===== config.mk =====
export PLATFORM = sky130hd
export DESIGN_NAME = actm_ram
export DESIGN_NICKNAME = d
export VERILOG_FILES = /design/src/rtl/actm_ram.sv
export SDC_FILE = /design/constraint.sdc
export NUM_CORES = 1
export LEC_CHECK = 0
export BUFFER_PORTS_ARGS = -buffer_cell sky130_fd_sc_hd__buf_4
export CORE_MARGIN = 8
export CORE_UTILIZATION = 56
export DETAILED_ROUTE_END_ITERATION = 7
export GPL_TIMING_DRIVEN = 0
export PLACE_DENSITY = 0.74
export SETUP_SLACK_MARGIN = 0.5
export SLEW_MARGIN = 0
export SYNTH_ARGS = -nofsm -noshare
export SYNTH_HDL_FRONTEND = slang
export SYNTH_SLANG_ARGS = --single-unit

===== constraint.sdc =====
create_clock -name clk -period 5.2 [get_ports clk]
set_clock_uncertainty 0.1 [all_clocks]
set_input_delay 0.26 -clock clk [delete_from_list [all_inputs] [get_ports clk]]
set_output_delay 0.26 -clock clk [all_outputs]
set_load 0.01 [all_outputs]

===== src/rtl/actm_ram.sv =====
module actm_ram #(
  parameter int WIDTH = 8,
  parameter int DEPTH = 16
) (
  input  logic                     clk,
  input  logic                     we,
  input  logic [$clog2(DEPTH)-1:0] waddr,
  input  logic [WIDTH-1:0]         wdata,
  input  logic [$clog2(DEPTH)-1:0] raddr,
  output logic [WIDTH-1:0]         rdata
);

  logic [WIDTH-1:0] mem_r [DEPTH];
  logic [WIDTH-1:0] rdata_r;

  always_ff @(posedge clk) begin
    if (we) begin
      mem_r[waddr] <= wdata;
    end
    rdata_r <= mem_r[raddr];
  end

  assign rdata = rdata_r;

endmodule


==> metrics.yaml, run 1 <==
die-area_um2: 12500
antenna_violations_before_repair: 0
initial_core_util_pct: 56.8
worst_setup_hold_path_clk_slew_ps: 60
grt_pass1_wl_um: 15000
min-delay-start: "raddr[1]"
startpoint: "waddr[2]"
half_perimeter_wire_length_of_the_detailed_placement_result_um: 5950
antenna_cells: 0
complex_gate_fraction_of_the_synthesized_area_pct: 2.33
drt-vias-per-instance: 6.11
total_power_mw: 2.68
rows: 35
setup_viol_count_final: 0
detail_route.drc_violations: 0
rsz0062_at_grt: "false"
ys_dominant_reg_cell: "sky130_fd_sc_hd__edfxtp_1"
finalCritPeriodShare_pct: 36.5
final_design_area_no_fill_um2: 6200
worst_r2r_startpoint: "mem_r[10][0]"
grt_max_degree: 17
worstHoldPathType: "input pin to register"
cts.repair.resized: 0
criticalPathCategory: "input pin to register"
globalRoute.totalOverflow: 0
worstMarginPinSlew_ps: 1300
place.port_buffers: 24
worst_setup_path_end_kind: "register"
ant_nets: 0
critical_path.max_fanout: 8
peakVddDrop_mv: 0.277
synth_adder_area_share_pct: 0
drive_gt1_share_pct: 28.7
grt_use_met3_pct: 5.74
synth_enable_flop_cells: 128
syn_to_final_growth_pct: 20.5
finalWeightedCongestion: 0.688
synthesis.nets: 247
routed_wire_length_per_instance_um: 24.2
synth-warning-count: 0
globalRoute.busiestLayer: "met2"
min_delay_path_depth: 4
floorplan.core_area_um2: 9060
grt.total_usage_pct: 17.0
cp.required_ps: 5230
clock_tree.root_cell: "sky130_fd_sc_hd__clkbuf_8"
drt-initial-drc-count: 188
postSynthAreaPerCell_um2: 22.5
max-cap-violations: 0
finalHoldViolCount: 0
powerDensity_nw_per_um2: 431
r2r_setup_slack_ps: 3680
synthXorXnorAreaFrac_pct: 0
final.setup.tns_ps: 0
critical_path.startpoint_type: "input pin"
async_s_r_ff_share_synth_pct: 0
number_of_global_route_vias_before_repair: 2537
outcome: "completed"
number_of_max_slew_violations_in_the_final_report: 0
htree_num_levels: 4
maxClockFrequency_ghz: 0.526
worst_skew_pair.late_latency_ps: 530
io_pins: 26
die_h_um: 112
fillCellCount: 553
grt_util_met1_pct: 22.3
synth_sequential_area_ratio_pct: 77.8
finalWirelength_um: 9780
worst_slew_margin_rel_pct: 12.6
chipWidth_um: 112
synthSimpleGateAreaFrac_pct: 3.18
worst_hold_path.endpoint: "rdata[0]"
arrival_ps: 1930
drt_pre_antenna_iters: 5
timing.reg2reg.worst_path_depth: 3
synth_top_family_by_area: "multiplexers"
cts_sink_count: 136
global_route.usage.met2_pct: 24.7
routed-via-count: 2470
clock_tree_from_tritoncts: "done"
dpl_cell_area_um2: 5470
cts-buffers-inserted: 17
post-route-min-period_ps: 1900
synth.cell_area_um2: 5150
synth.ff_latch_count: 136
synth.distinct_cells: 19
r2r_end: "rdata[0]"
cts_buffer_depth: 2
p_leak_nw: 2.11
netlist_instances: 229
layout.nets: 298
yosys-mux-area-fraction_pct: 15.0
[worst max-delay path, cell delays in order]
cell                     delay, ps
sky130_fd_sc_hd__buf_4         120
sky130_fd_sc_hd__or3b_2        530
sky130_fd_sc_hd__nor3_1       1010
[stage by stage]
step	cells	hold slack, ps	setup WS (ps)	utilization, %
floorplan	229	259	3350	-
global placement	364	475	2770	60.3
detailed placement	364	486	2750	60.3
CTS	404	63.6	3280	68.4
global route	404	81.4	3280	68.4
finish	404	81.9	3300	68.4
[synthesized netlist by cell type, types with 2 or more instances]
cell type	n	area (µm²)
sky130_fd_sc_hd__a22oi_1	16	120
sky130_fd_sc_hd__nor3_1	4	20.0
sky130_fd_sc_hd__mux4_1	14	368
sky130_fd_sc_hd__clkdlybuf4s25_2	3	30.0
sky130_fd_sc_hd__nand3b_1	2	15.0
sky130_fd_sc_hd__mux4_2	18	405
sky130_fd_sc_hd__edfxtp_1	128	3840
sky130_fd_sc_hd__dfxtp_1	8	160
sky130_fd_sc_hd__buf_2	3	15.0
sky130_fd_sc_hd__buf_6	3	33.8
sky130_fd_sc_hd__nand2_1	9	33.8
sky130_fd_sc_hd__nor2_1	13	48.8
sky130_fd_sc_hd__nand2b_1	2	12.5
[what timing repair did]
item / in CTS / in global routing
hold buffers: 8 / 0
endpoints found under the hold margin: 128 / 0
setup buffers: 0 / 0
[placed cells by master (no fill, tap or decap), types with 2 or more instances in the layout]
master                            instances
sky130_fd_sc_hd__dlygate4sd3_1            8
sky130_fd_sc_hd__dfxtp_1                  8
sky130_fd_sc_hd__clkinv_4                 2
sky130_fd_sc_hd__bufinv_16                6
sky130_fd_sc_hd__clkbuf_16               16
sky130_fd_sc_hd__a22oi_1                 16
sky130_fd_sc_hd__clkdlybuf4s25_2          3
sky130_fd_sc_hd__mux4_2                  18
sky130_fd_sc_hd__clkbuf_8                 2
sky130_fd_sc_hd__mux4_1                  14
sky130_fd_sc_hd__edfxtp_1               128
sky130_fd_sc_hd__buf_4                   25
sky130_fd_sc_hd__buf_2                    3
sky130_fd_sc_hd__nand2_1                  9
sky130_fd_sc_hd__nand2b_1                 2
sky130_fd_sc_hd__nor3_1                   4
sky130_fd_sc_hd__clkinv_2                 4
sky130_fd_sc_hd__nor2_1                  13
sky130_fd_sc_hd__nand3b_1                 2
sky130_fd_sc_hd__buf_6                    3
[registers in the layout, summed over array words and instances (netlist names)]
name and count:
rdata 8, mem_r 128
[report_power, final]
part / internal [mW] / switching, mW
Clock: 0.885 / 0.429
Sequential: 1.23 / 0.00615
Combinational: 0.0600 / 0.0700
Total: 2.17 / 0.505
[cell families after synthesis]
group / after synthesis
flip-flops: 136
AND/OR/NAND/NOR: 35
buffers and inverters: 10
multiplexers: 32
AO/OA/AOI/OAI: 16
[worst max path at each step]
stage                        to  slack (ps)
finish              mem_r[0][3]        3300
global route        mem_r[0][1]        3280
CTS                 mem_r[0][1]        3280
detailed placement  mem_r[0][7]        2750
global placement    mem_r[0][7]        2770
floorplan           mem_r[0][0]        3350
[cell type report]
cell class                 instances  area [µm²]  area share [%]
multi-input combinational         83        1060            17.0
sequential                       136        4000            64.5
tap                              111         139            2.24
buffer                            10        86.3            1.39
clock buffer                      19         432            6.96
clock inverter                    13         225            3.63
timing repair buffer              32         260            4.20
[routing by layer]
layer  vias up  routed length (µm)
li1       1080                   -
met1      1253                3940
met2       125                4730
met3        12                 921
met4         0                 200
met5         -                   0
No activity file was read; power rests on OpenSTA's default activity.
==> run 2: changes to the inputs <==
--- a/config.mk
+++ b/config.mk
@@ -7,7 +7,7 @@
 export LEC_CHECK = 0
 export BUFFER_PORTS_ARGS = -buffer_cell sky130_fd_sc_hd__buf_4
 export CORE_MARGIN = 8
-export CORE_UTILIZATION = 56
+export CORE_UTILIZATION = 54
 export DETAILED_ROUTE_END_ITERATION = 7
 export GPL_TIMING_DRIVEN = 0
 export PLACE_DENSITY = 0.74
==> constraint.sdc (replaced) <==
create_clock -name clk -period 1.6 [get_ports clk]
set_clock_uncertainty 0.1 [all_clocks]
set_input_delay 0.08 -clock clk [delete_from_list [all_inputs] [get_ports clk]]
set_output_delay 0.08 -clock clk [all_outputs]
set_load 0.01 [all_outputs]
==> metrics.yaml, run 2 (synthesis gave the netlist of run 1 again) <==
place.port_buffers: 24
antenna_cells: 0
ant_nets: 0
global_route.usage.met2_pct: 25.1
worst_setup_hold_path_clk_slew_ps: 60
globalRoute.totalOverflow: 0
post-route-worst-setup-slack_ps: 187
arrival_ps: 1720
cts_buffer_depth: 2
die-area_um2: 12900
grt_use_met3_pct: 3.91
htree_num_levels: 4
rsz0062_at_grt: "true"
dpl.cell_count: 382
maxClockFrequency_ghz: 0.708
critical_path.max_fanout: 1
worst_r2r_startpoint: "mem_r[11][5]"
number_of_global_route_vias_before_repair: 2515
half_perimeter_wire_length_of_the_detailed_placement_result_um: 6230
powerDensity_nw_per_um2: 1310
grt_pass1_wl_um: 15100
worst_skew_pair.late_latency_ps: 520
rows: 35
drt_pre_antenna_iters: 4
dpl_cell_area_um2: 5540
grt_util_met1_pct: 22.3
setup_viol_count_final: 0
detail_route.drc_violations: 0
max-cap-violations: 0
chipWidth_um: 114
post-route-min-period_ps: 1410
worstHoldPathType: "input pin to register"
cts_sink_count: 136
largest_reg_flops: 128
worstSetupEndpoint: "rdata[5]"
layout_common_cells: "sky130_fd_sc_hd__edfxtp_1 (128), sky130_fd_sc_hd__mux4_2 (32), sky130_fd_sc_hd__clkbuf_16 (16), sky130_fd_sc_hd__buf_4 (16)"
hold_ws_ps: -92.0
grt_max_degree: 17
clock_tree_from_tritoncts: "done"
die_h_um: 114
critical_path.startpoint_type: "register"
drt-vias-per-instance: 5.75
worstMarginPinSlew_ps: 850
io_pins: 26
antenna_violations_before_repair: 0
registers.top_by_ff_count: "mem_r"
globalRoute.busiestLayer: "met2"
routed_wire_length_per_instance_um: 24.1
finalWeightedCongestion: 0.736
post_layout_nonfiller_instances: 423
p_leak_nw: 2.05
timing.reg2reg.worst_path_depth: 3
peakVddDrop_mv: 0.888
dp_worst_setup_slack_ps: -48.4
cp.required_ps: 1910
final_design_area_no_fill_um2: 6270
failed_checks: "hold timing"
worst_setup_path_end_kind: "register"
finalHoldViolCount: 34
post_cts_hold_buffer_count: 9
drt-initial-drc-count: 199
finalWirelength_um: 10200
min-delay-start: "waddr[0]"
criticalPathCategory: "register to register"
syn_to_final_growth_pct: 21.8
util_after_layout_pct: 67.9
clock_tree.root_cell: "sky130_fd_sc_hd__clkbuf_8"
layout.nets: 299
final_common_cell: "sky130_fd_sc_hd__edfxtp_1"
startpoint: "mem_r[11][5]"
drive_gt1_share_pct: 42.5
r2r_setup_slack_ps: 190
grt.total_usage_pct: 16.9
r2r_end: "rdata[5]"
finalCritPeriodShare_pct: 88.3
initial_core_util_pct: 55.7
outcome: "complete, but fails checks"
floorplan.core_area_um2: 9240
cts-buffers-inserted: 17
worst_slew_margin_rel_pct: 43.1
routed-via-count: 2432
number_of_max_slew_violations_in_the_final_report: 0
## run 2: changes by cell type in the layout (fill, tap and decap cells not counted), sizes merged
cell	previous run	this run
clkbuf	19	17
bufinv	6	2
clkinvlp	1	2
inv	0	2
clkinv	6	9
dlygate4sd3	8	9
## run 2: worst max-delay path: stages, from the launching register on
cell                       delay (ps)
sky130_fd_sc_hd__edfxtp_1         390
sky130_fd_sc_hd__mux4_2           490
sky130_fd_sc_hd__a22oi_1          220
sky130_fd_sc_hd__nand2_1          100
## run 2: per-stage QoR
stage / power, mW / TNS (ps)
floorplan: 4.32 / 0
global placement: 4.50 / -132
detailed placement: 4.52 / -509
CTS: 8.23 / 0
global route: 8.39 / 0
finish: 8.20 / 0
## run 2: where the power goes
part	total (mW)	switching [mW]	internal, mW
Sequential	4.01	0.0267	3.99
Clock	3.70	1.48	2.22
Combinational	0.489	0.256	0.233
## run 2: worst min path at each step
stage,cells past startpoint,end
6_report,2,mem_r[4][4]
5_1_grt,2,mem_r[0][5]
4_1_cts,2,mem_r[0][5]
3_5_place_dp,1,mem_r[14][6]
3_3_place_gp,1,mem_r[14][6]
2_1_floorplan,0,mem_r[0][0]
## run 2: area by class of cell
class                   count  area [µm²]
well taps                 129         161
clock buffers              17         414
repair buffers             33         300
plain buffers              10         120
clock inverters            15         153
multi-input cells          83        1110
fillers                   557        2970
flip-flops and latches    136        4010
## run 2: what timing repair did
action | in CTS | in global routing
endpoints found under the setup margin | 16 | 24
buffers inserted | 0 | 0
pin swaps | 0 | 3
resized for setup | 19 | 2
endpoints found under the hold margin | 162 | 34
## run 2: routing by layer
metal / vias up / share of wire, %
li1: 1067 / -
met1: 1249 / 40
met2: 99 / 48
met3: 17 / 8.4
met4: 0 / 2.9
met5: - / 0
