## src/rtl/actm_pkg.sv

```systemverilog
package actm_pkg;

  localparam int NUM_ENTRIES      = 16384;
  localparam int RESERVED_ENTRIES = 3;

  localparam int OP_W   = 3;
  localparam int IDX_W  = 14;
  localparam int LINK_W = 15;
  localparam int CNT_W  = 15;
  localparam int ST_W   = 2;

  localparam int ADDR_W      = $clog2(NUM_ENTRIES);
  localparam int SEARCH_SPAN = (NUM_ENTRIES < 16384) ? NUM_ENTRIES : 16384;
  localparam int SCAN_W      = $clog2(SEARCH_SPAN + 1);
  localparam int USED_W      = $clog2(NUM_ENTRIES + 1);
  localparam int RESV_USED   = (RESERVED_ENTRIES < NUM_ENTRIES) ? RESERVED_ENTRIES : NUM_ENTRIES;

  localparam int QUEUE_DEPTH = 2;
  localparam int QPTR_W      = $clog2(QUEUE_DEPTH);
  localparam int QCNT_W      = $clog2(QUEUE_DEPTH + 1);

  localparam int IN_TDATA_W  = 24;
  localparam int OUT_TDATA_W = 32;

  localparam logic [LINK_W-1:0] END_MARK = {LINK_W{1'b1}};

  localparam logic [OP_W-1:0] OP_FORMAT = 3'd0;
  localparam logic [OP_W-1:0] OP_ALLOC  = 3'd1;
  localparam logic [OP_W-1:0] OP_APPEND = 3'd2;
  localparam logic [OP_W-1:0] OP_FREE   = 3'd3;
  localparam logic [OP_W-1:0] OP_NEXT   = 3'd4;
  localparam logic [OP_W-1:0] OP_COUNT  = 3'd5;

  localparam logic [ST_W-1:0] ST_OK   = 2'd0;
  localparam logic [ST_W-1:0] ST_FULL = 2'd1;
  localparam logic [ST_W-1:0] ST_BAD  = 2'd2;
  localparam logic [ST_W-1:0] ST_LOOP = 2'd3;

  typedef enum logic [2:0] {
    CMD_FORMAT,
    CMD_ALLOC,
    CMD_APPEND,
    CMD_FREE,
    CMD_NEXT,
    CMD_COUNT,
    CMD_BAD
  } cmd_kind_t;

  typedef struct packed {
    cmd_kind_t        kind;
    logic [IDX_W-1:0] index;
    logic             idx_ok;
  } cmd_t;

  typedef struct packed {
    logic [ST_W-1:0]  status;
    logic [CNT_W-1:0] freed_or_used;
    logic             end_of_chain;
    logic [IDX_W-1:0] result_index;
  } result_t;

  typedef struct packed {
    logic              we;
    logic [ADDR_W-1:0] waddr;
    logic [LINK_W-1:0] wdata;
    logic [ADDR_W-1:0] raddr;
  } ram_req_t;

  typedef enum logic [3:0] {
    BK_IDLE,
    BK_DISPATCH,
    BK_CLEAR,
    BK_RDIDX,
    BK_SCAN,
    BK_SCAN_CHK,
    BK_LINK,
    BK_FREE_RD,
    BK_FREE_CHK,
    BK_DONE
  } bk_state_t;

endpackage

```

## src/rtl/actm_front.sv

```systemverilog
module actm_front (
  input  logic                       clk,
  input  logic                       rst_n,
  input  logic                       in_valid,
  output logic                       in_ready,
  input  logic [actm_pkg::OP_W-1:0]  in_opcode,
  input  logic [actm_pkg::IDX_W-1:0] in_entry_index,
  output logic                       push_valid,
  input  logic                       push_ready,
  output actm_pkg::cmd_t             push_cmd
);
  import actm_pkg::*;

  logic vld_r;
  cmd_t cmd_r;
  cmd_t cmd_nxt;

  always_comb begin
    cmd_nxt.index  = in_entry_index;
    cmd_nxt.idx_ok = (32'(in_entry_index) < NUM_ENTRIES);
    unique case (in_opcode)
      OP_FORMAT: cmd_nxt.kind = CMD_FORMAT;
      OP_ALLOC:  cmd_nxt.kind = CMD_ALLOC;
      OP_APPEND: cmd_nxt.kind = CMD_APPEND;
      OP_FREE:   cmd_nxt.kind = CMD_FREE;
      OP_NEXT:   cmd_nxt.kind = CMD_NEXT;
      OP_COUNT:  cmd_nxt.kind = CMD_COUNT;
      default:   cmd_nxt.kind = CMD_BAD;
    endcase
  end

  assign in_ready   = !vld_r || push_ready;
  assign push_valid = vld_r;
  assign push_cmd   = cmd_r;

  always_ff @(posedge clk) begin
    if (!rst_n) begin
      vld_r <= 1'b0;
    end else if (in_ready) begin
      vld_r <= in_valid;
    end
  end

  always_ff @(posedge clk) begin
    if (in_valid && in_ready) begin
      cmd_r <= cmd_nxt;
    end
  end

endmodule

```

## config.mk

```make
export PLATFORM = sky130hd
export DESIGN_NAME = actm_front
export DESIGN_NICKNAME = d
export VERILOG_FILES = /design/src/rtl/actm_pkg.sv /design/src/rtl/actm_front.sv
export SDC_FILE = /design/constraint.sdc
export NUM_CORES = 1
export LEC_CHECK = 0
export BUFFER_PORTS_ARGS = -buffer_cell sky130_fd_sc_hd__buf_2
export CAP_MARGIN = 20
export CORE_UTILIZATION = 41
export DETAILED_ROUTE_END_ITERATION = 10
export PLACE_DENSITY = 0.83
export SLEW_MARGIN = 20
export SYNTH_ARGS = -nofsm -noshare
export SYNTH_HDL_FRONTEND = slang
export SYNTH_SLANG_ARGS = --single-unit
```

## constraint.sdc

```tcl
create_clock -name clk -period 2.6 [get_ports clk]
set_input_delay 0.26 -clock clk [delete_from_list [all_inputs] [get_ports clk]]
set_output_delay 0.26 -clock clk [all_outputs]
set_load 0.05 [all_outputs]
```

==> results.md, run 1 <==
- Final setup vio count: 0
- Most common cell after layout, fill and taps aside: buf_2
- Iteration-0 DRC Markers: 0
- Status: completed
- Syn Std Cell Area: 594 um2
- Crit path kind: reg2out
- Worst Path Arrival: 0.96 ns
- Worst skew pair latency: 0.29 ns
- Fin. max-slew vios: 0
- Req. time, crit path: 2.34 ns
- Max Clock Freq: 819 MHz
- First-pass GRT wire length: roughly 1.3 mm
- Post-CTS setup buffers: 0
- Final total power: 584 uW
- Core area: 0.00132 mm2
- Total global routing overflow: 0
- Tmin final: between 1 and 1.5 ns
- WL final: about 940 um
- CTS Buffer Depth: 2
- Cell Rows: 13
- Resized cells post-CTS: 0
- Psw: 166 uW
- Crit end category: output pin
- Sequential power share: 0.584
- CP startpoint kind: flop
- CTS tree: built
- Initial Utilization: 0.451
- Fillcell total: 99
- Routed vias/inst: 4.29
- Synth Warn #: 0
- R2r startpoint: push_valid
- Die height: 40.1 um
- Nets@finish: 89
- I/O Pins: 41
- Clock power share: 0.235
- Fin. Hold Viols: 0
- Num CTS Buffers: 3
- Die area: between 0.0015 and 0.002 mm2
- Worst Path Max Fanout: 3
- Leak: 0.368 nW
- Pint: approximately 420 uW
- GP Congestion: 0.660
- Number of max-cap violations: 0
- Layout cells sized above 1: 0.672
- Worst VDD drop: 0.358 mV
- Final worst clock skew: between 0.006 and 0.007 ns
- Number of global-route vias before repair: 307
- Syn Area/Cell: around 22 um2
- Distinct cells, synth: 10
- Post-cts hold buffer count: 0
- Switching Share: 0.284
- Die Width: 40.1 um
- Most frequent cells in the layout: 39 x buf_2, 17 x edfxtp_1, 3 x clkbuf_4
- Routed len/inst: 11.5 um
- Sequential cell area fraction in the yosys report: 0.893
- Drt first pass iters: 1
- Setup TNS: 0 ns
- IO Port Bufs: 39
- H-Tree Depth: 1
- Post-synthesis instance total: 27
- Pwr dens: just over 700 mW/mm2
- CTS Root Cell: clkbuf_4
- Antenna-violating nets left: 0
- Hold Path Class: in2reg
- Initial antenna violation count: 0
- CTS sink count: 18
- Synth Net Count: 48
- RSZ-0062 raised after global routing: no
- Combinational Power Share: 0.181
- Routed via count: 352
- Hold_sp: in_entry_index[6]
- Largest net degree at the start of global routing: 18
- Number of diodes: 0
- CTS clk-pin slew, worst paths: 0.10 ns
- Tot GR Track Use: 0.133
- Worst Setup SP: push_valid
- Seq cells post-synth: 18
- Synth-to-Final Area Change: 37.9%
- DRC viols: 0
- Fin crit share: 0.470
[cell usage after synthesis]
| library cell | instances | area (um2) |
|---|---|---|
| buf_4 | 1 | 7.51 |
| inv_1 | 1 | 3.75 |
| clkbuf_1 | 2 | 7.51 |
| a21boi_2 | 1 | 11.3 |
| a21boi_0 | 1 | 7.51 |
| nand2b_4 | 1 | 13.8 |
| edfxtp_1 | 17 | 510 |
| conb_1 | 1 | 3.75 |
| dfxtp_1 | 1 | 20.0 |
| and2_4 | 1 | 8.76 |
[path summary, 6_finish.rpt]
path | endpoint | slack [ns] | cells after the start
worst max-delay path | in_ready | 1.38 | 2
worst min-delay path | push_cmd[7] | 0.14 | 1
worst max register to register | push_cmd[12] | 1.60 | 2
worst min register to register | push_valid | 0.51 | 2
[cell families (layout without fill, tap and decap cells)]
logic type / count (synthesis) / in the layout / share of synthesized area
flops: 18 / 18 / 0.893
buf+inv: 4 / 44 / 0.0316
other cells: 1 / 1 / 0.00631
compound gates: 2 / 2 / 0.0316
simple gates: 2 / 2 / 0.0379
[flip-flops by register name (all words and copies together), names as in the netlist]
register / count
push_cmd: 17
push_valid: 1
[worst max-delay path, stage by stage (launching register included)]
cell and delay (ns):
dfxtp_1 0.34, nand2b_4 0.08, buf_2 0.26
[area by class of cell]
cell class,count,area (um2),share of cell area
Sequential cell,18,531,0.647
Timing Repair Buffer,39,195,0.238
Multi-Input combinational cell,5,45.0,0.0550
Clock buffer,3,22.5,0.0275
Tap cell,15,18.8,0.0229
Clock inverter,1,3.75,0.00458
Inverter,1,3.75,0.00458
[stage by stage]
step                       util  worst slack, ns  instance area [um2]  cells  hold WS (ns)
after floorplan               -             1.18                  594     27         0.359
after detailed placement  0.602             1.54                  793     78         0.438
after global placement    0.602             1.56                  793     78         0.438
after global routing      0.622             1.34                  820     82         0.132
after CTS                 0.622             1.37                  820     82         0.138
final                     0.622             1.38                  820     82         0.141
[power groups by stage]
stage               sequential (mW)  combinational, mW  clock [mW]
finish                        0.341              0.106       0.137
global route                  0.343              0.111       0.148
CTS                           0.341              0.107       0.139
detailed placement            0.348              0.106           0
global placement              0.347              0.105           0
floorplan                     0.407             0.0177           0
[metal layers]
metal / share of wire / GRT usage / wire length (um) / vias to the layer above
li1: - / - / - / 176
met4: 0 / 0.0517 / 0 / 0
met5: 0 / 0 / 0 / -
met1: 0.38 / 0.133 / 360 / 152
met3: 0.090 / 0.0500 / 85 / 0
met2: 0.53 / 0.246 / 496 / 24
Note: power is estimated with default switching activity, not from simulation.
==> run 2, diff against run 1 <==
- CORE_UTILIZATION: 41 -> 38
- PLACE_DENSITY: 0.83 -> 0.78
- clock period: 2.6 -> 1.2 ns (I/O delays scaled with it)
==> run 2 against run 1 <==
Combinational power rose by 140%. Highest routed layer unchanged. Die area rose by 7.5%. Critical endpoint unchanged. Largest cell class unchanged. Final cell count grew 13%. Non-clock buffer count rose by 11. First-iteration DRC count rose by 3. Sequential share of layout area fell by 7.5 points. Largest power group unchanged.
==> results.md, run 2 (synthesis results as in run 1) <==
- Status: completed
- Post-cts hold buffer count: 3 (+3)
- Synth-to-Final Area Change: 57.1%
- Sequential power share: 0.577 (-0.007)
- R2r startpoint: push_valid
- Max Clock Freq: 924 MHz
- FF-to-FF path depth: 2 (unchanged)
- CTS tree: built
- Routed met2 length: 514 um (+3.6%)
- Iteration-0 DRC Markers: 3 (+3)
- H-Tree Depth: 1 (unchanged)
- Fillcell total: 103 (+4.0%)
- Fin. Hold Viols: 0 (unchanged)
- Worst skew pair latency: 0.28 ns (about the same)
- Total global routing overflow: 0 (unchanged)
- Pwr dens: 1370 mW/mm2 (+93%)
- Post-CTS setup buffers: 0 (unchanged)
- Psw: 353 uW (+110%)
- DP Area: 797 um2 (+0.47%)
- Worst VDD drop: 0.809 mV (+130%)
- Design Area, Final: 933 um2 (+14%)
- Number of diodes: 0 (unchanged)
- Most frequent cells in the layout: 39 x buf_2, 17 x edfxtp_1, 11 x dlygate4sd3_1
- Final worst slack: 0.118 ns (-1.26 ns)
- CTS Buffer Depth: 2 (unchanged)
- Die height: 41.5 um (+3.7%)
- First-pass GRT wire length: 1.35 mm (+4.3%)
- Hold Path Class: in2reg
- Final worst clock skew: 0.000879 ns (-0.00550 ns)
- Switching Share: 0.275 (-0.00856)
- CP startpoint kind: flop
- Clock power share: 0.224 (-0.011)
- Initial antenna violation count: 0 (unchanged)
- Num CTS Buffers: 3 (unchanged)
- Final setup vio count: 0 (unchanged)
- Fin. max-slew vios: 0 (unchanged)
- Hold_sp: in_entry_index[10]
- Antenna-violating nets left: 0 (unchanged)
- Most common cell after layout, fill and taps aside: buf_2
- Hold EP: push_cmd[11]
- Tmin final: 1.08 ns
- Worst Path Arrival: 0.96 ns (about the same)
- Die Width: 41.5 um (+3.7%)
- Largest net degree at the start of global routing: 18 (unchanged)
- Initial Utilization: 0.430 (-0.0212)
- Setup TNS: 0 ns (unchanged)
- Worst Path Max Fanout: 3 (unchanged)
- FF-to-FF End: push_cmd[2]
- GP Congestion: 0.671 (+1.7%)
- Nets@finish: 100 (+12%)
- Crit path kind: reg2out
- Leak: 0.414 nW (+13%)
- Cell Rows: 13 (unchanged)
- Place WS: 0.200 ns (-1.34 ns)
- CTS clk-pin slew, worst paths: 0.09 ns (about the same)
- Hold-critical path depth: 1 (unchanged)
- CTS Root Cell: clkbuf_4
- Routed via count: 402 (+14%)
- Worst hold slack: 0.0160 ns (-0.125 ns)
- Die area: 0.00173 mm2 (+7.5%)
- Layout cells sized above 1: 0.590 (-0.0819)
- Routed len/inst: 10.1 um (-12%)
- Core area: 0.00138 mm2 (+4.9%)
- DP HPWL: about 700 um
- I/O Pins: 41 (unchanged)
- DRC viols: 0 (unchanged)
- Number of max-cap violations: 0 (unchanged)
- Pint: 928 uW (+120%)
- Met3 WL: 84 um (-1.2%)
- Req. time, crit path: 1.08 ns (-1.26 ns)
- WL final: 942 um (-0.11%)
- Crit end category: output pin
- Number of global-route vias before repair: 338 (+10%)
- Tot GR Track Use: 0.104 (-0.0297)
- Resized cells post-CTS: 0 (unchanged)
- Max FFs per register: 17 (unchanged)
- CTS sink count: 18 (unchanged)
- IO Port Bufs: 39 (unchanged)
- RSZ-0062 raised after global routing: no
- Routed vias/inst: 4.32 (+0.70%)
- Drt first pass iters: 3 (+2)
- Combinational Power Share: 0.199 (+0.018)
- Met1 WL: 343 um (-4.7%)
- Worst reg2reg setup slack: 0.20 ns (-1.40 ns)
- Fin crit share: 0.902
- Top Layer Used: met3
run 2: layer usage:
metal,vias up,track usage
met5,-,0
met4,0,0.0387
met3,0,0.0261
met2,26,0.197
met1,178,0.108
li1,198,-
run 2: layout make-up:
type / count / area [um2] / share of cell area
clock buffer: 3 / 22.5 / 0.0241
clock inverter: 1 / 3.75 / 0.00402
inverter: 1 / 3.75 / 0.00402
multi-input combinational: 5 / 45.0 / 0.0483
sequential: 18 / 534 / 0.572
tap: 15 / 18.8 / 0.0201
timing repair buffer: 50 / 305 / 0.327
run 2: how the worst max path moves through the flow:
stage	slack, ns	endpoint	cells past startpoint	start
after detailed placement	0.20	push_cmd[14]	2	push_valid
after CTS	0.11	in_ready	2	push_valid
final	0.12	in_ready	2	push_valid
after floorplan	0.03	push_cmd[10]	2	push_valid
after global placement	0.22	push_cmd[14]	2	push_valid
after global routing	0.08	in_ready	2	push_valid
run 2: through the flow:
step	utilization	instances	total power, mW
after floorplan	-	27	0.921
after global placement	0.576	78	0.980
after detailed placement	0.576	78	0.983
after CTS	0.617	85	1.28
after global routing	0.675	93	1.34
final	0.675	93	1.28
run 2: power by group through the flow:
stage          clock [mW]  combinational (mW)  sequential (mW)
4_1_cts             0.304               0.237            0.739
5_1_grt             0.329               0.268            0.742
3_5_place_dp            0               0.230            0.754
2_1_floorplan           0              0.0385            0.882
3_3_place_gp            0               0.228            0.752
6_report            0.287               0.255            0.739
run 2: worst max-delay path, cell delays in order, from the launching register on:
cell	delay (ns)
dfxtp_4	0.36
nand2b_4	0.07
buf_2	0.26
