===== src/rtl/actm_pkg.sv =====
package actm_pkg;

  localparam int NUM_ENTRIES      = 16384;
  localparam int RESERVED_ENTRIES = 3;

  localparam int OP_W   = 3;
  localparam int IDX_W  = 14;
  localparam int LINK_W = 15;
  localparam int CNT_W  = 15;
  localparam int ST_W   = 2;

  localparam int ADDR_W      = $clog2(NUM_ENTRIES);
  localparam int SEARCH_SPAN = (NUM_ENTRIES < 16384) ? NUM_ENTRIES : 16384;
  localparam int SCAN_W      = $clog2(SEARCH_SPAN + 1);
  localparam int USED_W      = $clog2(NUM_ENTRIES + 1);
  localparam int RESV_USED   = (RESERVED_ENTRIES < NUM_ENTRIES) ? RESERVED_ENTRIES : NUM_ENTRIES;

  localparam int QUEUE_DEPTH = 2;
  localparam int QPTR_W      = $clog2(QUEUE_DEPTH);
  localparam int QCNT_W      = $clog2(QUEUE_DEPTH + 1);

  localparam int IN_TDATA_W  = 24;
  localparam int OUT_TDATA_W = 32;

  localparam logic [LINK_W-1:0] END_MARK = {LINK_W{1'b1}};

  localparam logic [OP_W-1:0] OP_FORMAT = 3'd0;
  localparam logic [OP_W-1:0] OP_ALLOC  = 3'd1;
  localparam logic [OP_W-1:0] OP_APPEND = 3'd2;
  localparam logic [OP_W-1:0] OP_FREE   = 3'd3;
  localparam logic [OP_W-1:0] OP_NEXT   = 3'd4;
  localparam logic [OP_W-1:0] OP_COUNT  = 3'd5;

  localparam logic [ST_W-1:0] ST_OK   = 2'd0;
  localparam logic [ST_W-1:0] ST_FULL = 2'd1;
  localparam logic [ST_W-1:0] ST_BAD  = 2'd2;
  localparam logic [ST_W-1:0] ST_LOOP = 2'd3;

  typedef enum logic [2:0] {
    CMD_FORMAT,
    CMD_ALLOC,
    CMD_APPEND,
    CMD_FREE,
    CMD_NEXT,
    CMD_COUNT,
    CMD_BAD
  } cmd_kind_t;

  typedef struct packed {
    cmd_kind_t        kind;
    logic [IDX_W-1:0] index;
    logic             idx_ok;
  } cmd_t;

  typedef struct packed {
    logic [ST_W-1:0]  status;
    logic [CNT_W-1:0] freed_or_used;
    logic             end_of_chain;
    logic [IDX_W-1:0] result_index;
  } result_t;

  typedef struct packed {
    logic              we;
    logic [ADDR_W-1:0] waddr;
    logic [LINK_W-1:0] wdata;
    logic [ADDR_W-1:0] raddr;
  } ram_req_t;

  typedef enum logic [3:0] {
    BK_IDLE,
    BK_DISPATCH,
    BK_CLEAR,
    BK_RDIDX,
    BK_SCAN,
    BK_SCAN_CHK,
    BK_LINK,
    BK_FREE_RD,
    BK_FREE_CHK,
    BK_DONE
  } bk_state_t;

endpackage


===== src/rtl/actm_cmd_queue.sv =====
module actm_cmd_queue (
  input  logic           clk,
  input  logic           rst_n,
  input  logic           push_valid,
  output logic           push_ready,
  input  actm_pkg::cmd_t push_cmd,
  input  logic           pop,
  output logic           q_valid,
  output actm_pkg::cmd_t q_cmd
);
  import actm_pkg::*;

  cmd_t              slot_r [QUEUE_DEPTH];
  logic [QPTR_W-1:0] wr_ptr_r;
  logic [QPTR_W-1:0] rd_ptr_r;
  logic [QCNT_W-1:0] count_r;
  logic              do_push;
  logic              do_pop;

  assign push_ready = (32'(count_r) < QUEUE_DEPTH);
  assign q_valid    = (count_r != '0);
  assign q_cmd      = slot_r[rd_ptr_r];
  assign do_push    = push_valid && push_ready;
  assign do_pop     = pop && q_valid;

  function automatic logic [QPTR_W-1:0] ptr_inc(input logic [QPTR_W-1:0] p);
    logic [QPTR_W-1:0] r;
    r = (32'(p) == QUEUE_DEPTH - 1) ? '0 : p + 1'b1;
    return r;
  endfunction

  always_ff @(posedge clk) begin
    if (!rst_n) begin
      wr_ptr_r <= '0;
      rd_ptr_r <= '0;
      count_r  <= '0;
    end else begin
      if (do_push) begin
        wr_ptr_r <= ptr_inc(wr_ptr_r);
      end
      if (do_pop) begin
        rd_ptr_r <= ptr_inc(rd_ptr_r);
      end
      if (do_push && !do_pop) begin
        count_r <= count_r + 1'b1;
      end else if (do_pop && !do_push) begin
        count_r <= count_r - 1'b1;
      end
    end
  end

  always_ff @(posedge clk) begin
    if (do_push) begin
      slot_r[wr_ptr_r] <= push_cmd;
    end
  end

endmodule


===== config.mk =====
export PLATFORM = sky130hd
export DESIGN_NAME = actm_cmd_queue
export DESIGN_NICKNAME = d
export VERILOG_FILES = /design/src/rtl/actm_pkg.sv /design/src/rtl/actm_cmd_queue.sv
export SDC_FILE = /design/constraint.sdc
export NUM_CORES = 1
export LEC_CHECK = 0
export BUFFER_PORTS_ARGS = -buffer_cell sky130_fd_sc_hd__buf_2
export CAP_MARGIN = 20
export CORE_MARGIN = 3
export CORE_UTILIZATION = 45
export DETAILED_ROUTE_END_ITERATION = 7
export PLACE_DENSITY = 0.73
export SYNTH_ARGS = -nofsm -noshare
export SYNTH_HDL_FRONTEND = slang
export SYNTH_SLANG_ARGS = --single-unit

===== constraint.sdc =====
create_clock -name clk -period 2.97 [get_ports clk]
set_input_delay 0.1485 -clock clk [delete_from_list [all_inputs] [get_ports clk]]
set_output_delay 0.1485 -clock clk [all_outputs]
set_load 0.05 [all_outputs]

==> impl_results.md, run 1 <==
- Final Max Tran Viols: 0
- CP Max Fanout: 18
- H-Tree Depth: 2
- Busiest grt layer: met2
- CTS sink count: 41
- Routed wire length: 2.64 mm
- Port-buffer cells: 41
- Met2 usage: 0.259
- Pre-antenna DRT Iters: 4
- Share of layout cells above drive strength 1: 0.458
- Fin crit share: 0.663
- Distinct cells, synth: 18
- DP HPWL: 1.75 mm
- Routed wire per std cell: 14.1 um
- Peak supply drop: 0.590 mV
- Synth Cell Area: 0.00152 mm^2
- Critical R2R Capture: slot_r[1][7]$_DFFE_PP_
- CTS tree: done
- Core box area: 0.00313 mm^2
- Crit path time final: 1.97 ns
- Nets: 166
- Worst path required time: 2.82 ns
- Post-CTS sizing: 0
- Die Y-Extent: 64.1 um
- Int Power: 1.13 mW
- Power per cell area: 904 mW/mm^2
- Worst R2R Setup Slack: 1.30 ns
- Routed vias: 864
- Final Hold Viols: 0
- DRC Markers: 0
- Clk_skew: 0.00773 ns
- Yosys Warn Count: 0
- Cell area after placement: 0.00177 mm^2
- First-iteration detailed-routing DRC count: 17
- R2R depth: 2
- Row Count: 20
- Commonest non-fill, non-tap cell in the layout: buf_2
- Post-synth top flop: edfxtp_1
- Max_slew headroom: 0.464
- Max Root-Sink Buffers: 2
- Routing usage on met3: 0.0475
- M1 GR Usage: 0.142
- Fmax: 508 MHz
- Final GP Congestion: 0.640
- Synth async-reset ratio: 0
- Slew at the pin closest to its max-slew limit: 0.804 ns
- Final setup TNS: 0 ns
- ANT cells: 0
- Antenna violations before repair: 0
- Skew-Pair Late Insertion Delay: 0.33 ns
- CP endpoint: q_cmd[14]
- CTS buffer count: 5
- Worst path arrival time: 1.82 ns
- Congestion Overflow GR: 0
- Commonest non-fill, non-tap cells in the layout: buf_2 (41), edfxtp_1 (36), mux2_2 (18), dlygate4sd3_1 (18)
- Clock share of power: 0.183
- Setup CP Type: flop to output pin
- Synthesized net count: 102
- Post-DR vias/cell: 4.60
- Final setup fails: 0
- Yosys reg bits: 41
- Initial core utilization: 0.486
- Setup repair after global routing missed its margin: no
- Average instance area after synthesis: 19.3 um^2
- Sequential group share of total power: 0.435
- I/O pin count: 42
- Antenna-violating nets left: 0
- Clk slew on worst S/H paths: 0.11 ns
- Vias in the first global route: 924
- Post-synth EDFFs: 36
- Seq/Total Area, Yosys: 0.776
- Hold WC Path Type: input pin to flop
- Pin count of the biggest net entering global routing: 20
- Synth Instances: 79
- Die area: 0.00411 mm^2
- Switch Pwr: 0.701 mW
- Clock root cell: clkbuf_4
- Comb power frac: 0.382
- Final instance area: 0.00202 mm^2
- Setup crit end kind: output pin
- Leakage power: 0.771 nW
- Global-route wire length before repair: 4.24 mm
- Die Wd: 64.1 um
- Status: finished, final reports clean
- Area growth, synth to finish: 33.1%
- Switching share of power: 0.383
- Critical path startpoint category: flop
- Reg2reg start: count_r[1]$_SDFFE_PN0P_
- All-Layer GR Usage: 0.143
- Number of max-cap violations: 0
[power by group through the flow]
stage | combinational, mW | sequential [mW] | clock, mW
3_3_place_gp | 0.676 | 0.803 | 0
5_1_grt | 0.739 | 0.811 | 0.368
3_5_place_dp | 0.684 | 0.811 | 0
4_1_cts | 0.703 | 0.799 | 0.346
2_1_floorplan | 0.588 | 0.765 | 0
6_report | 0.700 | 0.796 | 0.334
[metal layers]
metal | up-vias | wire length [um]
met1 | 404 | 962
met2 | 29 | 1480
met3 | 7 | 142
met5 | - | 0
met4 | 0 | 53
li1 | 424 | -
[worst max-delay path: stages (launching register included)]
cell and delay (ns):
dfxtp_1 0.84, mux2_2 0.42, buf_2 0.21
[through the flow]
| step | setup slack (ns) | hold WS (ns) | utilization | instances | power, mW |
|---|---|---|---|---|---|
| after global placement | 1.33 | 0.339 | 0.566 | 162 | 1.48 |
| after global routing | 0.862 | 0.0495 | 0.647 | 188 | 1.92 |
| final | 1.00 | 0.0747 | 0.647 | 188 | 1.83 |
| after floorplan | 1.56 | 0.247 | - | 79 | 1.35 |
| after CTS | 0.958 | 0.000753 | 0.641 | 186 | 1.85 |
| after detailed placement | 1.30 | 0.341 | 0.566 | 162 | 1.50 |
[Yosys cell counts (2+ instances only)]
master	instances	area share
and2_1	4	0.016
dfxtp_1	5	0.066
edfxtp_1	36	0.71
mux2_2	18	0.13
nor2b_1	2	0.0082
xnor2_1	2	0.012
[state kept, by name, summed over array words and instances, names as in the netlist, named ones only]
signal and cells:
slot_r 36, count_r 2, rd_ptr_r 1, wr_ptr_r 1
[how the worst min path moves through the flow]
| stage | start | to | depth (start not counted) | slack (ns) |
|---|---|---|---|---|
| after floorplan | push_cmd[0] | slot_r[0][0]$_DFFE_PP_ | 0 | 0.25 |
| after global placement | push_cmd[8] | slot_r[0][8]$_DFFE_PP_ | 1 | 0.34 |
| after detailed placement | push_cmd[5] | slot_r[0][5]$_DFFE_PP_ | 1 | 0.34 |
| after CTS | push_cmd[13] | slot_r[1][13]$_DFFE_PP_ | 1 | 0.0008 |
| after global routing | rst_n | wr_ptr_r$_SDFFE_PN0P_ | 2 | 0.05 |
| final | rst_n | wr_ptr_r$_SDFFE_PN0P_ | 2 | 0.07 |
[layout make-up]
type                    count  area (um^2)
multi-input cells          35          324
well taps                  44         55.1
flip-flops and latches     41         1180
clock buffers               6         41.3
clock inverters             2         33.8
inverters                   1         3.75
fillers                   230         1100
repair buffers             59          385
[timing repair]
item	CTS	global route
hold endpoints to repair	30	4
setup buffers	0	0
hold buffers	16	2
setup endpoints to repair	0	0
[cells by family after synthesis]
logic type,Yosys count,synth area share
DFF,41,0.776
muxes,18,0.133
and+or+nand+nor,9,0.0378
AOI/OAI and AO/OA,4,0.0164
xor gates and xnor gates,3,0.0173
buffers and inverters,3,0.0107
adders and majority gates,1,0.00822
No activity file was read; power rests on OpenSTA's default activity.
==> run 2: changes to the inputs <==
- clock period: 2.97 -> 1.9 ns (I/O delays scaled with it)
==> impl_results.md, run 2 (same netlist as run 1, synthesis figures left out) <==
- Clk slew on worst S/H paths: 0.10 ns (about the same)
- Core box area: 0.00313 mm^2 (unchanged)
- First-iteration detailed-routing DRC count: 28 (+11)
- Slew at the pin closest to its max-slew limit: 0.406 ns (-0.398 ns)
- Status: finished, final reports clean
- Vias in the first global route: 951 (+2.9%)
- Setup ws final: 0.373 ns (-0.630 ns)
- CTS buffer count: 5 (unchanged)
- Fmax: 655 MHz
- Power per cell area: 1410 mW/mm^2 (+56%)
- Routed wire length: 2.60 mm (-1.6%)
- Final hold slack: 0.0259 ns (-0.0487 ns)
- Final setup fails: 0 (unchanged)
- Commonest non-fill, non-tap cells in the layout: buf_2 (41), edfxtp_1 (36), mux2_2 (18), dlygate4sd3_1 (18)
- Clk_skew: 0.0104 ns (+0.00272 ns)
- Hold path startpoint: rst_n
- Row Count: 20 (unchanged)
- Antenna violations before repair: 0 (unchanged)
- CTS sink count: 41 (unchanged)
- Clock root cell: clkbuf_4
- Largest Register: slot_r
- Area growth, synth to finish: 36.7%
- Hold WC Path Type: input pin to flop
- Final Util: 0.665 (+0.0176)
- Largest stage delay, worst path: 0.36 ns (-0.48 ns)
- Die area: 0.00411 mm^2 (unchanged)
- Share of layout cells above drive strength 1: 0.473 (+0.0146)
- Worst path arrival time: 1.43 ns (-0.39 ns)
- Congestion Overflow GR: 0 (unchanged)
- Pin count of the biggest net entering global routing: 13 (-35%)
- Total power: 2.93 mW (+60%)
- Critical path startpoint category: flop
- Reg2reg start: count_r[1]$_SDFFE_PN0P_
- Antenna-violating nets left: 0 (unchanged)
- Largest register FFs: 36 (unchanged)
- Final Hold Viols: 0 (unchanged)
- All-Layer GR Usage: 0.138 (-0.00432)
- Setup CP Type: flop to output pin
- DP HPWL: 1.78 mm (+2.0%)
- Pre-antenna DRT Iters: 4 (unchanged)
- ANT cells: 0 (unchanged)
- Die Wd: 64.1 um (unchanged)
- Max_slew headroom: 0.729 (+0.265)
- Routed vias: 893 (+3.4%)
- CTS tree: done
- Skew-Pair Late Insertion Delay: 0.33 ns (about the same)
- Global-route wire length before repair: 4.23 mm (-0.33%)
- Fin crit share: 0.804
- Routed wire per std cell: 13.5 um (-3.6%)
- Initial core utilization: 0.486 (unchanged)
- Final Max Tran Viols: 0 (unchanged)
- Worst path required time: 1.80 ns (-1.02 ns)
- Number of max-cap violations: 0 (unchanged)
- Max Root-Sink Buffers: 2 (unchanged)
- H-Tree Depth: 2 (unchanged)
- Post-DR vias/cell: 4.65 (+1.2%)
- Final setup TNS: 0 ns (unchanged)
- CP Max Fanout: 10 (-8)
- Leakage power: 0.799 nW (+3.6%)
- Die Y-Extent: 64.1 um (unchanged)
- Nets: 170 (+2.4%)
- Top flop regs: slot_r: 36 flops, count_r: 2 flops
- Crit path time final: 1.53 ns
- Peak supply drop: 0.928 mV (+57%)
- Crit path cell chain: buf_4 > mux2_2 > buf_2
- Setup crit end kind: output pin
- Postcts setup bufs: 0 (unchanged)
- Commonest non-fill, non-tap cell in the layout: buf_2
- Port-buffer cells: 41 (unchanged)
- Final GP Congestion: 0.678 (+6.0%)
- DRC Markers: 0 (unchanged)
- Slowest cell on crit path: mux2_2
- Post-place setup slack: 0.391 ns (-0.907 ns)
- I/O pin count: 42 (unchanged)
- Setup repair after global routing missed its margin: no
run 2: final timing paths:
kind                             endpoint  slack, ns  cells past startpoint
setup / recovery                 q_cmd[2]       0.37                      3
hold / removal      rd_ptr_r$_SDFFE_PN0P_       0.03                      2
setup reg to reg  slot_r[0][15]$_DFFE_PP_       0.38                      3
hold reg to reg   count_r[1]$_SDFFE_PN0P_       0.55                      2
run 2: final cells by class:
class / instances / area (um^2)
Sequential cell: 41 / 1180
Clock inverter: 2 / 33.8
Timing Repair Buffer: 63 / 440
Inverter: 1 / 3.75
Tap cell: 44 / 55.1
Fill cell: 232 / 1050
Multi-Input combinational cell: 35 / 324
Clock buffer: 6 / 41.3
run 2: what timing repair did:
item	4_1_cts	5_1_grt
hold endpoints to repair	36	0
hold buffers	18	0
resized for setup	0	0
run 2: worst max-delay path: cells and delay by family, from the launching register on:
family | cells | cell delay (ns)
buffers and inverters | 2 | 0.40
muxes | 1 | 0.36
DFF | 1 | 0.35
run 2: report_power, final:
group	total, mW	switching [mW]	leakage (nW)	internal [mW]
combinational	1.21	0.809	0.382	0.401
clock	0.522	0.248	0.0399	0.274
sequential	1.19	0.0536	0.377	1.14
total	2.93	1.11	0.799	1.81
run 2: metal layers:
metal / wire length [um] / global-route usage
met1: 1010 / 0.147
met2: 1390 / 0.244
met3: 163 / 0.0598
met5: 0 / 0
met4: 37 / 0.0475
run 2: metrics by stage:
| step | cell area (um^2) | std cells |
|---|---|---|
| 2_1_floorplan | 1520 | 79 |
| 3_3_place_gp | 1820 | 166 |
| 3_5_place_dp | 1820 | 166 |
| 4_1_cts | 2080 | 192 |
| 5_1_grt | 2080 | 192 |
| 6_report | 2080 | 192 |
==> run 3: changes to the inputs <==
- PLACE_DENSITY: 0.73 -> 0.76
- clock period: 1.9 -> 1.4 ns (I/O delays scaled with it)
==> impl_results.md, run 3 (same netlist as run 1, synthesis figures left out) <==
- Final Util: 0.778 (+0.114)
- Final Max Tran Viols: 0 (unchanged)
- Top cell family by delay on the critical path: flip-flops
- Top layer reached by signal wires: met4
- Fillcell total: 172 (-26%)
- Number of max-cap violations: 0 (unchanged)
- Setup ws final: -0.0664 ns (-0.439 ns)
- Largest stage delay, worst path: 0.42 ns (+0.06 ns)
- Status: finished with violations
- Setup crit end kind: output pin
- Critical R2R Capture: count_r[1]$_SDFFE_PN0P_
- Nets: 177 (+4.1%)
- Row Count: 20 (unchanged)
- Final setup TNS: -0.751 ns (-0.751 ns)
- DP HPWL: 1.82 mm (+1.9%)
- All-Layer GR Usage: 0.154 (+0.0152)
- Setup CP Type: flop to output pin
- Skew-Pair Late Insertion Delay: 0.35 ns (+0.02 ns)
- ANT cells: 0 (unchanged)
- Antenna violations before repair: 0 (unchanged)
- Congestion Overflow GR: 0 (unchanged)
- Antenna-violating nets left: 0 (unchanged)
- Power per cell area: 1920 mW/mm^2 (+37%)
- Postcts setup bufs: 0 (unchanged)
- Vias in the first global route: 1029 (+8.2%)
- Area growth, synth to finish: 60.0%
- Reg2reg start: count_r[1]$_SDFFE_PN0P_
- Clk slew on worst S/H paths: 0.10 ns (about the same)
- Fmax: 682 MHz
- Commonest non-fill, non-tap cells in the layout: edfxtp_1 (36), buf_2 (22), dlygate4sd3_1 (19)
- Routed wire length: 3.86 mm (+49%)
- WL met2: 2.20 mm (+59%)
- Hold path startpoint: pop
- Fin crit share: 1.05
- H-Tree Depth: 2 (unchanged)
- Violated checks: negative setup slack
- Die Wd: 64.1 um (unchanged)
- Storage cell area: 0.00119 mm^2 (+0.74%)
- Die Y-Extent: 64.1 um (unchanged)
- Max_slew headroom: 0.836 (+0.107)
- Post-DR vias/cell: 4.88 (+5.0%)
- Hold WC Path Type: input pin to flop
- DRC Markers: 0 (unchanged)
- Slew at the pin closest to its max-slew limit: 0.248 ns (-0.158 ns)
- Final hold slack: 0.197 ns (+0.171 ns)
- Initial core utilization: 0.486 (unchanged)
- Crit path cell chain: clkbuf_16 > mux2_4 > buf_8
- Final GP Congestion: 0.725 (+7.0%)
- Largest register FFs: 36 (unchanged)
- Final setup fails: 18 (+18)
- Routed wire per std cell: 19.4 um (+43%)
- Leakage power: 0.970 nW (+21%)
- Max Root-Sink Buffers: 2 (unchanged)
- Die area: 0.00411 mm^2 (unchanged)
- Worst path arrival time: 1.40 ns (-0.03 ns)
- Clock root cell: clkbuf_4
- Setup repair after global routing missed its margin: yes
- Buffer and inverter count on the worst path: 2 (unchanged)
- Worst R2R Setup Slack: 0.05 ns (-0.33 ns)
- CTS sink count: 41 (unchanged)
- Placed Cells: 169 (+1.8%)
- I/O pin count: 42 (unchanged)
- Top flop regs: slot_r: 36 flops, count_r: 2 flops
- Metal3 WL: 174 um (+6.7%)
- Post-place setup slack: -0.0262 ns (-0.417 ns)
- Clk_skew: 0.0164 ns (+0.00594 ns)
- Pin count of the biggest net entering global routing: 19 (+6)
- Commonest non-fill, non-tap cell in the layout: edfxtp_1
- Worst hold path depth: 4 (+2)
- WL met1: 1.46 mm (+44%)
- CP Max Fanout: 5 (-5)
- CTS buffer count: 5 (unchanged)
- Share of layout cells above drive strength 1: 0.542 (+0.0690)
- Peak supply drop: 1.53 mV (+65%)
- Fin cells: 199 (+3.6%)
- Final Hold Viols: 0 (unchanged)
- First-iteration detailed-routing DRC count: 39 (+39%)
- Port-buffer cells: 41 (unchanged)
- Global-route wire length before repair: 4.75 mm (+12%)
- R2R depth: 4 (+1)
- CTS tree: done
- Slowest cell on crit path: dfxtp_4
- Routed vias: 972 (+8.8%)
- Pre-antenna DRT Iters: 4 (unchanged)
- Critical path startpoint category: flop
- Worst path required time: 1.33 ns (-0.47 ns)
- Largest Register: slot_r
- Area occupied by multi-input gates: 419 um^2 (+29%)
- Crit path time final: 1.47 ns
- Core box area: 0.00313 mm^2 (unchanged)
## run 3: cell type report
type	count	area share
clock buffer	6	0.0170
clock inverter	2	0.00411
inverter	1	0.00154
multi-input combinational	35	0.172
sequential	41	0.489
tap	44	0.0226
timing repair buffer	70	0.294
## run 3: worst max-delay path by stage
| stage | from | end | slack [ns] | cells past startpoint |
|---|---|---|---|---|
| 2_1_floorplan | count_r[1]$_SDFFE_PN0P_ | slot_r[0][0]$_DFFE_PP_ | 0.005 | 2 |
| 3_3_place_gp | count_r[1]$_SDFFE_PN0P_ | count_r[1]$_SDFFE_PN0P_ | 0.05 | 4 |
| 3_5_place_dp | count_r[1]$_SDFFE_PN0P_ | count_r[1]$_SDFFE_PN0P_ | -0.03 | 4 |
| 4_1_cts | flop | q_cmd[4] | -0.05 | 3 |
| 5_1_grt | flop | q_cmd[12] | -0.11 | 3 |
| 6_report | flop | q_cmd[12] | -0.07 | 3 |
## run 3: worst reg2reg max path, cell delays in order (launching register included)
cell and delay, ns:
dfxtp_4 0.38, nor2b_2 0.19, ha_4 0.24, or3_1 0.34
a21boi_1 0.13
## run 3: per-layer routing
metal | GRT usage | vias up
met5 | 0 | -
met2 | 0.277 | 35
met3 | 0.0457 | 3
li1 | - | 446
met1 | 0.170 | 488
met4 | 0.0554 | 0
## run 3: where the power goes
| part | total [mW] | switching, mW | internal [mW] | leakage [nW] |
|---|---|---|---|---|
| logic | 2.43 | 1.27 | 1.16 | 0.559 |
| clock network | 0.561 | 0.369 | 0.192 | 0.0320 |
| registers | 1.69 | 0.126 | 1.57 | 0.379 |
| total | 4.69 | 1.76 | 2.92 | 0.970 |
## run 3: stage by stage
step	cell area [um^2]	power (mW)
6_report	2430	4.69
5_1_grt	2430	4.88
2_1_floorplan	1520	2.87
3_5_place_dp	1840	3.28
4_1_cts	2200	4.11
3_3_place_gp	1840	3.24
## run 3: repair_timing
action | in CTS | in global routing
hold buffers | 19 | 0
gates cloned | 0 | 3
setup endpoints to repair | 19 | 29
hold endpoints to repair | 39 | 0
resized for setup | 39 | 47
